===== config.mk =====
export PLATFORM = sky130hd
export DESIGN_NAME = modular_exponentiation
export DESIGN_NICKNAME = d
export VERILOG_FILES = /design/src/hdl/modexp_pkg.sv /design/src/hdl/modexp_mmul.sv /design/src/hdl/modular_exponentiation.sv
export SDC_FILE = /design/constraint.sdc
export NUM_CORES = 1
export LEC_CHECK = 0
export ABC_AREA = 1
export BUFFER_PORTS_ARGS = -buffer_cell sky130_fd_sc_hd__buf_2
export CAP_MARGIN = 30
export CORE_MARGIN = 5
export CORE_UTILIZATION = 58
export CTS_CLUSTER_DIAMETER = 30
export DETAILED_ROUTE_END_ITERATION = 6
export PLACE_DENSITY_LB_ADDON = 0.2
export SYNTH_ARGS = -nofsm -noshare
export SYNTH_HDL_FRONTEND = slang
export SYNTH_SLANG_ARGS = --single-unit
export TNS_END_PERCENT = 20

===== constraint.sdc =====
create_clock -name clk_i -period 7.3 [get_ports clk_i]
set_input_delay 1.095 -clock clk_i [delete_from_list [all_inputs] [get_ports clk_i]]
set_output_delay 1.095 -clock clk_i [all_outputs]
set_load 0.02 [all_outputs]

===== src/hdl/modexp_pkg.sv =====
// shared types and constants of the modular exponentiation block
// no dependencies; used by modexp_mmul and modular_exponentiation
`default_nettype none

package modexp_pkg;

  // default operand width
  localparam int unsigned DefaultWidth = 16;

  // configuration register indexes
  localparam int unsigned CfgIdxW = 1;
  localparam logic [CfgIdxW-1:0] CfgExponent = 1'b0;
  localparam logic [CfgIdxW-1:0] CfgModulus  = 1'b1;

  // sequencer states, one-hot
  typedef enum logic [4:0] {
    StIdle = 5'b00001,
    StRed  = 5'b00010,
    StMul  = 5'b00100,
    StSqr  = 5'b01000,
    StFin  = 5'b10000
  } state_e;

endpackage

`default_nettype wire


===== src/hdl/modexp_mmul.sv =====
// bit-serial interleaved modular multiplier, one multiplier bit per cycle
// depends on modexp_pkg for the default width
`default_nettype none

module modexp_mmul #(
  parameter int unsigned Width = modexp_pkg::DefaultWidth
) (
  input  wire logic             clk_i,
  input  wire logic             rst_ni,
  input  wire logic             start_i,
  input  wire logic [Width-1:0] a_i,      // multiplicand, must not exceed m_i
  input  wire logic [Width-1:0] b_i,      // multiplier, taken at start
  input  wire logic [Width-1:0] m_i,      // modulus, nonzero, held while busy
  output logic                  done_o,
  output logic      [Width-1:0] res_o
);

  localparam int unsigned CntW = (Width > 1) ? $clog2(Width) : 1;
  localparam int unsigned TW   = Width + 2;

  logic             busy_q, busy_d;
  logic             done_q, done_d;
  logic [CntW-1:0]  cnt_q, cnt_d;
  logic [Width-1:0] b_q, b_d;
  logic [Width-1:0] r_q, r_d;

  logic [TW-1:0] t;
  logic [TW-1:0] m1;
  logic [TW-1:0] m2;
  logic [TW-1:0] t_red;

  // t = 2r + bit*a stays below 3m, so at most 2m comes off
  always_comb begin
    m1 = {2'b00, m_i};
    m2 = {1'b0, m_i, 1'b0};
    t  = {1'b0, r_q, 1'b0} + (b_q[Width-1] ? {2'b00, a_i} : '0);
    if (t >= m2) begin
      t_red = t - m2;
    end else if (t >= m1) begin
      t_red = t - m1;
    end else begin
      t_red = t;
    end
  end

  always_comb begin
    busy_d = busy_q;
    done_d = 1'b0;
    cnt_d  = cnt_q;
    b_d    = b_q;
    r_d    = r_q;
    if (start_i) begin
      busy_d = 1'b1;
      cnt_d  = CntW'(Width - 1);
      b_d    = b_i;
      r_d    = '0;
    end else if (busy_q) begin
      r_d = t_red[Width-1:0];
      b_d = {b_q[Width-2:0], 1'b0};
      if (cnt_q == '0) begin
        busy_d = 1'b0;
        done_d = 1'b1;
      end else begin
        cnt_d = cnt_q - 1'b1;
      end
    end
  end

  always_ff @(posedge clk_i or negedge rst_ni) begin
    if (!rst_ni) begin
      busy_q <= 1'b0;
      done_q <= 1'b0;
      cnt_q  <= '0;
    end else begin
      busy_q <= busy_d;
      done_q <= done_d;
      cnt_q  <= cnt_d;
    end
  end

  always_ff @(posedge clk_i) begin
    b_q <= b_d;
    r_q <= r_d;
  end

  assign done_o = done_q;
  assign res_o  = r_q;

endmodule

`default_nettype wire


===== src/hdl/modular_exponentiation.sv =====
// top level: message ** exponent mod modulus by right-to-left square-and-multiply
// depends on modexp_pkg and modexp_mmul
`default_nettype none

// channel   direction  handshake               payload
// in        input      in_valid_i / in_stall_o   message_i
// out       output     out_valid_o / out_stall_i power_mod_o, bad_modulus_o
// cfg       input      cfg_we_i                  cfg_index_i, cfg_data_i
//
// one request at a time through a single bit-serial modular multiplier; each
// request runs one reduction of the message, then a square for every exponent bit
// and a multiplication for every set exponent bit, one multiplication after the other
// a zero modulus skips the arithmetic and goes straight to the output register
// reset sets exponent and modulus to 1 and empties the output register
// in_stall_o is high while a request is being worked on; a finished result
// waits in the output register and the next request may be accepted meanwhile

module modular_exponentiation #(
  parameter int unsigned Width = modexp_pkg::DefaultWidth
) (
  input  wire logic                           clk_i,
  input  wire logic                           rst_ni,
  input  wire logic                           in_valid_i,
  output logic                                in_stall_o,
  input  wire logic [Width-1:0]               message_i,
  output logic                                out_valid_o,
  input  wire logic                           out_stall_i,
  output logic      [Width-1:0]               power_mod_o,
  output logic                                bad_modulus_o,
  input  wire logic                           cfg_we_i,
  input  wire logic [modexp_pkg::CfgIdxW-1:0] cfg_index_i,
  input  wire logic [Width-1:0]               cfg_data_i
);

  localparam int unsigned BitW = (Width > 1) ? $clog2(Width) : 1;

  // configuration
  logic [Width-1:0] exponent_q, modulus_q;

  always_ff @(posedge clk_i or negedge rst_ni) begin
    if (!rst_ni) begin
      exponent_q <= Width'(1);
      modulus_q  <= Width'(1);
    end else if (cfg_we_i) begin
      unique case (cfg_index_i)
        modexp_pkg::CfgExponent: exponent_q <= cfg_data_i;
        modexp_pkg::CfgModulus:  modulus_q  <= cfg_data_i;
        default: ;
      endcase
    end
  end

  // sequencer state
  modexp_pkg::state_e state_q, state_d;
  logic             go_q, go_d;          // start pulse to the multiplier
  logic [BitW-1:0]  bit_q, bit_d;        // exponent bits still to go after the current one
  logic [Width-1:0] exp_q, exp_d;        // exponent, shifted right per bit
  logic [Width-1:0] acc_q, acc_d;        // running product
  logic [Width-1:0] sq_q, sq_d;          // running square (message at first)
  logic             bad_q, bad_d;

  // output register
  logic             out_valid_q, out_valid_d;
  logic [Width-1:0] out_pm_q, out_pm_d;
  logic             out_bad_q, out_bad_d;

  // shared multiplier operands
  logic [Width-1:0] mm_a, mm_b, mm_res;
  logic             mm_done;

  logic in_take;
  logic out_free;

  assign in_take  = in_valid_i && (state_q == modexp_pkg::StIdle);
  assign out_free = !out_valid_q || !out_stall_i;

  // reduce: msg * 1 mod m; multiply: acc * sq; square: sq * sq
  always_comb begin
    unique case (state_q)
      modexp_pkg::StRed: begin
        mm_a = Width'(1);
        mm_b = sq_q;
      end
      modexp_pkg::StMul: begin
        mm_a = sq_q;
        mm_b = acc_q;
      end
      default: begin
        mm_a = sq_q;
        mm_b = sq_q;
      end
    endcase
  end

  modexp_mmul #(
    .Width (Width)
  ) u_mmul (
    .clk_i   (clk_i),
    .rst_ni  (rst_ni),
    .start_i (go_q),
    .a_i     (mm_a),
    .b_i     (mm_b),
    .m_i     (modulus_q),
    .done_o  (mm_done),
    .res_o   (mm_res)
  );

  always_comb begin
    state_d     = state_q;
    go_d        = 1'b0;
    bit_d       = bit_q;
    exp_d       = exp_q;
    acc_d       = acc_q;
    sq_d        = sq_q;
    bad_d       = bad_q;
    out_valid_d = out_valid_q && out_stall_i;
    out_pm_d    = out_pm_q;
    out_bad_d   = out_bad_q;

    unique case (state_q)
      modexp_pkg::StIdle: begin
        if (in_take) begin
          sq_d  = message_i;
          exp_d = exponent_q;
          bit_d = BitW'(Width - 1);
          // 1 mod m: zero for a modulus of one
          acc_d = (modulus_q == Width'(1)) ? '0 : Width'(1);
          if (modulus_q == '0) begin
            bad_d   = 1'b1;
            acc_d   = '0;
            state_d = modexp_pkg::StFin;
          end else begin
            bad_d   = 1'b0;
            go_d    = 1'b1;
            state_d = modexp_pkg::StRed;
          end
        end
      end
      modexp_pkg::StRed: begin
        if (mm_done) begin
          sq_d    = mm_res;
          go_d    = 1'b1;
          state_d = exp_q[0] ? modexp_pkg::StMul : modexp_pkg::StSqr;
        end
      end
      modexp_pkg::StMul: begin
        if (mm_done) begin
          acc_d   = mm_res;
          go_d    = 1'b1;
          state_d = modexp_pkg::StSqr;
        end
      end
      modexp_pkg::StSqr: begin
        if (mm_done) begin
          sq_d = mm_res;
          if (bit_q == '0) begin
            state_d = modexp_pkg::StFin;
          end else begin
            bit_d   = bit_q - 1'b1;
            exp_d   = exp_q >> 1;
            go_d    = 1'b1;
            state_d = exp_q[1] ? modexp_pkg::StMul : modexp_pkg::StSqr;
          end
        end
      end
      modexp_pkg::StFin: begin
        // wait for room in the output register
        if (out_free) begin
          out_valid_d = 1'b1;
          out_pm_d    = acc_q;
          out_bad_d   = bad_q;
          state_d     = modexp_pkg::StIdle;
        end
      end
      default: begin
        state_d = modexp_pkg::StIdle;
      end
    endcase
  end

  always_ff @(posedge clk_i or negedge rst_ni) begin
    if (!rst_ni) begin
      state_q     <= modexp_pkg::StIdle;
      go_q        <= 1'b0;
      bit_q       <= '0;
      out_valid_q <= 1'b0;
    end else begin
      state_q     <= state_d;
      go_q        <= go_d;
      bit_q       <= bit_d;
      out_valid_q <= out_valid_d;
    end
  end

  always_ff @(posedge clk_i) begin
    exp_q     <= exp_d;
    acc_q     <= acc_d;
    sq_q      <= sq_d;
    bad_q     <= bad_d;
    out_pm_q  <= out_pm_d;
    out_bad_q <= out_bad_d;
  end

  assign in_stall_o    = (state_q != modexp_pkg::StIdle);
  assign out_valid_o   = out_valid_q;
  assign power_mod_o   = out_pm_q;
  assign bad_modulus_o = out_bad_q;

endmodule

`default_nettype wire

; ---- Yosys cells after proc, flatten, opt, wreduce, memory -nomap -nowiden
; Cells that the tools add are included.
[totals]
reg_bits = 147
in_bits = 38
out_inout_bits = 19
[op_classes]
order_cmp = 2
reduce_logical = 23
muxes = 50
addsub = 5
n_eq_ne = 15
bitwise = 1
[op_table]
columns = op, count
row1 = 2-to-1 mux 16 bit, 13
row2 = case mux 16 bit (2 select lines), 3
row3 = 2-to-1 mux 5 bit, 7
row4 = 2-to-1 mux 4 bit, 8
row5 = subtractor 16 bit, 2
row6 = case mux 5 bit (5 select lines), 1
row7 = adder 17 x 16 -> 18 bit, 1
row8 = greater-or-equal comparator 18 x 16 -> 1 bit, 1
row9 = greater-or-equal comparator 18 x 17 -> 1 bit, 1
row10 = == test 16 x 1 -> 1 bit (second input constant), 1
row11 = logical NOT 16 bit, 1
row12 = 2-to-1 mux 1 bit, 16
row13 = AND reduction 2 bit, 5
row14 = logical NOT 4 bit, 2
row15 = != test 2 x 1 -> 1 bit (second input constant), 4
row16 = != test 2 bit (second input constant), 4
row17 = case mux 4 bit (2 select lines), 1
row18 = nonzero test 2 bit, 4
row19 = subtractor 4 x 1 -> 4 bit (second input constant), 2
row20 = AND reduction 3 bit, 2
row21 = == test 5 x 1 -> 1 bit (second input constant), 1
row22 = == test 5 x 2 -> 1 bit (second input constant), 1
row23 = == test 5 x 3 -> 1 bit (second input constant), 1
row24 = == test 5 x 4 -> 1 bit (second input constant), 1
row25 = 10 further kinds, 13

; ---- Logic depth before layout (Yosys ltp)
[logic_depth]
ltp_word = 7
ltp_mapped = 32
mapped_depth_nobuf = 32

; ---- By module
; Synthesis repeated with hierarchy kept, for this count alone.
[unflattened]
hier_cells = 1190
area_unflattened_um2 = 9276.4
[modules_own_cells]
columns = module, area_each_um2, instances, cells_per_inst
row1 = modular_exponentiation, 4784.6, 1, 497
row2 = modexp_mmul, 4491.8, 1, 693

; ---- Worst setup path after synthesis
; No wires, ideal clock.
[synth_timing]
kind = reg2reg
startpoint = register state_q[3]
endpoint = register u_mmul.r_q[0], in the netlist u_mmul.res_o[0]
t_required_ns = 7.187
path_stages_with_launch = 30
arrival_time_ns = 3.810
slack_ns = 3.377
path_buffers = 2
path_cell_list = dfrtp_1 > nor2_4 > nand4_4 > nand2_1 > clkbuf_1 > nor2_1 > ha_1 > nand2_2 > inv_2 > a21oi_2 > inv_1 > nand2_1 > nand3_1 > or2_2 > nand2_1 > inv_1 > ha_1 > nand2_1 > inv_2 > nand2_1 > inv_1 > a21oi_1 > nand2_1 > a21oi_4 > nand3_4 > buf_6 > nand2_1 > nand2_1 > nand3_1 > nand2_1
[synth_between]
elab_chain_len = 7
[synth_rtl]
columns = item, line
row1 = "start, declared", modular_exponentiation.sv:54  ; modexp_pkg::state_e state_q, state_d;
row2 = "start signal, assigned", modular_exponentiation.sv:183  ; state_q <= modexp_pkg::StIdle;
row3 = "start signal, assigned", modular_exponentiation.sv:188  ; state_q <= state_d;
row4 = == test 5 x 2 -> 1 bit *, modular_exponentiation.sv:79  ; unique case (state_q)
row5 = 2-to-1 mux 16 bit *, modular_exponentiation.sv:79
row6 = 2-to-1 mux 16 bit *, modexp_mmul.sv:36  ; t = {1'b0, r_q, 1'b0} + (b_q[Width-1] ? {2'b00, a_i} : '0);
row7 = adder 17 x 16 -> 18 bit *, modexp_mmul.sv:36
row8 = subtractor 16 bit / greater-or-equal comparator 18 x 16 -> 1 bit (equally long branches), "modexp_mmul.sv:40, modexp_mmul.sv:39"
row9 = 2-to-1 mux 16 bit, modexp_mmul.sv:39  ; end else if (t >= m1) begin
row10 = 2-to-1 mux 16 bit *, modexp_mmul.sv:37  ; if (t >= m2) begin
row11 = "end signal, assigned", modexp_mmul.sv:83  ; r_q <= r_d;
row12 = "end, declared", modexp_mmul.sv:25  ; logic [Width-1:0] r_q, r_d;
; Every way passes the cells marked *; elsewhere a longest branch is shown, timed or not.
; A chain may end at the register's enable or synchronous reset.

; ---- Final worst setup path
[layout_timing]
startpoint = register state_q[0]
endpoint = register u_mmul.r_q[9], in the netlist u_mmul.res_o[9]
; Same word-level chain as after synthesis.

==> impl_metrics.toml <==
[placement]
finalWeightedCongestion = 0.937
dpl.hpwl_mm = 17.1
portBuffers = 56

[critical_path]
critPathCaptureType = "flip-flop"
rrSetupSlack_ns = 2.43
worstPathArrival_ns = 5.14
path_depth = 29
critPathSlowestCell = "dfstp_2"
crit_top_cell = "nand2_1"
rr_worst_depth = 29
crit_type = "flip-flop to flip-flop"
startpoint_type = "flip-flop"
cp_max_fo = 18
crit_buf_inv = 5
cpPeakStageDelay_ns = 0.54
required_ns = 7.57
critPathTopFamily = "simple AND/OR/NAND/NOR gates"

[floorplanning]
rows = 46
io_pins = 57
core_sq_mm = 0.0158
die_area_sq_mm = 0.0186
fp.dieH_microns = 136
chipWidth_microns = 136
initial_core_util_pct = 58.8

[yosys]
synth.area.top_cells = "edfxtp_1, dfrtp_1, nand2_1, ha_1, inv_1"
syn-mean-instance-area_sq_um = 7.97
yosys-top-cells-count = "nand2_1, inv_1, nor2_1"
synth.top_cell.area_share_pct = 26.6
synth_edf_count = 82
async_flop_share_pct = 33.3
yosys.area.top_type = "edfxtp_1"
yosysSeqAreaShare_pct = 43.3
syn-instance-count = 1164
syn_nets = 1254
ys.flop_type = "edfxtp_1"
ys_ff_latch = 147
syn_area_sq_mm = 0.00927
yosys.cell_types.count = 49
synth.most_common_cell = "nand2_1"
yosys_warnings = 0

[timing]
slew_viol_final = 0
fin_tns_setup_ns = 0
fin_crit_ns = 4.87
max_freq_mhz = 205
final_hold_viol_count = 0
slew-limit-headroom_pct = 34.5
rsz0062_at_grt = "false"
finalSetupViolCount = 0
period_share_pct = 66.7
finClkSkew_ns = 0.0138
worstMarginPinSlew_ns = 0.981

[cts]
insertion_delay_ns = 0.43
cts_tree = "yes"
clockBufferDepth = 2
cts.repair.resized = 0
clk_pin_slew_ns = 0.06
cts_buffers = 17
cts.htree.levels = 4
postCtsSetupRepairBufs = 0
hold_buffers = 0
cts_root_buffer = "clkbuf_16"
clock_sinks = 147

[global_route]
grt_pass1_vias = 7532
grt_use_met3_pct = 4.81
grt_overflow_total = 0
met1_usage_pct = 33.7
grtUsageMet2_pct = 42.9
grt_busiest_layer = "met2"
grt_max_degree = 50
grt_pass1_wl_mm = 36.9
grt_use_total_pct = 25.5
antenna_found_initial = 0

[layout]
post_route_cells_drive_above_1_share_pct = 14.6
fill_cells = 1361
diodes = 0
nNetsFinal = 1306
area_delta_synth_final_pct = 11.4

[route]
ant_nets = 0
routed_wirelength_mm = 22.8
drc = 0
drtPass1Iterations = 5
first_iter_violations = 623
via_per_inst = 5.40
wl_per_cell_microns = 15.8
dr_total_vias = 7806

[outcome]
outcome = "complete, no violations"

[run]
drv_cap = 0

[hold_path]
holdCritPathClass = "flip-flop to flip-flop"
hold_depth = 0
stage by stage:
stage | std cells | utilization, % | hold WS, ns | area (sq um) | setup WS (ns)
4_1_cts | 1445 | 65.5 | 0.429 | 10300 | 2.44
6_report | 1445 | 65.5 | 0.424 | 10300 | 2.43
3_3_place_gp | 1412 | 61.7 | 0.402 | 9730 | 2.63
2_1_floorplan | 1164 | - | 0.400 | 9270 | 3.38
5_1_grt | 1445 | 65.5 | 0.435 | 10300 | 1.96
3_5_place_dp | 1413 | 61.8 | 0.414 | 9740 | 2.47
worst reg2reg max path, delay by kind of cell, from the launching register on:
kind,cells,cell delay (ns)
compound gates,3,0.60
fa+ha+maj,3,0.93
buf+inv,5,0.28
flops,1,0.54
simple gates,18,2.37
flip-flops by register name (all words and copies together), names as in the netlist, 4 cells and up:
register	flops
power_mod_o	16
modulus_q	16
u_mmul.cnt_q	4
sq_q	16
u_mmul.b_q	16
acc_q	16
bit_q	4
exponent_q	16
state_q	5
u_mmul.res_o	16
exp_q	16
layout by cell type, fill, tap and decap left out, types with 4 or more instances in the layout:
| cell type | synthesis | routed |
|---|---|---|
| nand3_2 | 13 | 13 |
| nand2_1 | 293 | 293 |
| xnor2_1 | 9 | 9 |
| nand3_1 | 53 | 53 |
| o21ai_0 | 84 | 84 |
| a31oi_1 | 4 | 4 |
| nand2_2 | 23 | 23 |
| nor3_1 | 9 | 9 |
| edfxtp_1 | 82 | 82 |
| inv_2 | 14 | 14 |
| clkbuf_16 | 0 | 19 |
| a21oi_2 | 18 | 18 |
| o21bai_1 | 5 | 5 |
| ha_1 | 49 | 49 |
| xor2_1 | 22 | 22 |
| nand4_1 | 10 | 10 |
| buf_4 | 2 | 6 |
| nand3b_1 | 10 | 10 |
| nor2_1 | 96 | 95 |
| dfxtp_1 | 16 | 16 |
| a21oi_1 | 82 | 82 |
| buf_2 | 3 | 56 |
| dfrtp_1 | 46 | 46 |
| inv_1 | 162 | 162 |
area by class of cell:
class                      instances  area (sq um)  area share (%)
clock inverter                    10          83.8           0.811
multi-input combinational        810          4460            43.1
inverter                         177           664            6.43
clock buffer                      22           507            4.90
sequential                       147          4010            38.8
timing repair buffer              63           340            3.29
tap                              216           270            2.62
per-layer routing:
metal  vias up  share of wire [%]
met2       247                 47
met5         -                  0
met4         0                2.2
met3        38                5.7
met1      3616                 45
li1       3905                  -
worst paths after layout:
| kind | end | start |
|---|---|---|
| min reg2reg | bad_modulus_o | bad_q |
| min | bad_modulus_o | bad_q |
| max reg2reg | u_mmul.res_o[9] | state_q[0] |
| max in group asynchronous | u_mmul.done_o | rst_ni |
| max | u_mmul.res_o[9] | state_q[0] |
| min in group asynchronous | exponent_q[15] | rst_ni |
logic make-up (layout without fill, tap and decap cells):
kind of cell    Yosys count  in the layout  synth area share, %
compound gates          204            204                 12.4
simple gates            523            523                 25.4
fa+ha+maj                52             52                 7.26
flops                   147            147                 43.3
xor+xnor                 31             31                 2.93
buf+inv                 207            272                 8.70
Power is not shown: default switching activity piles up to over one toggle a cycle in this logic, so the estimate is an artifact.
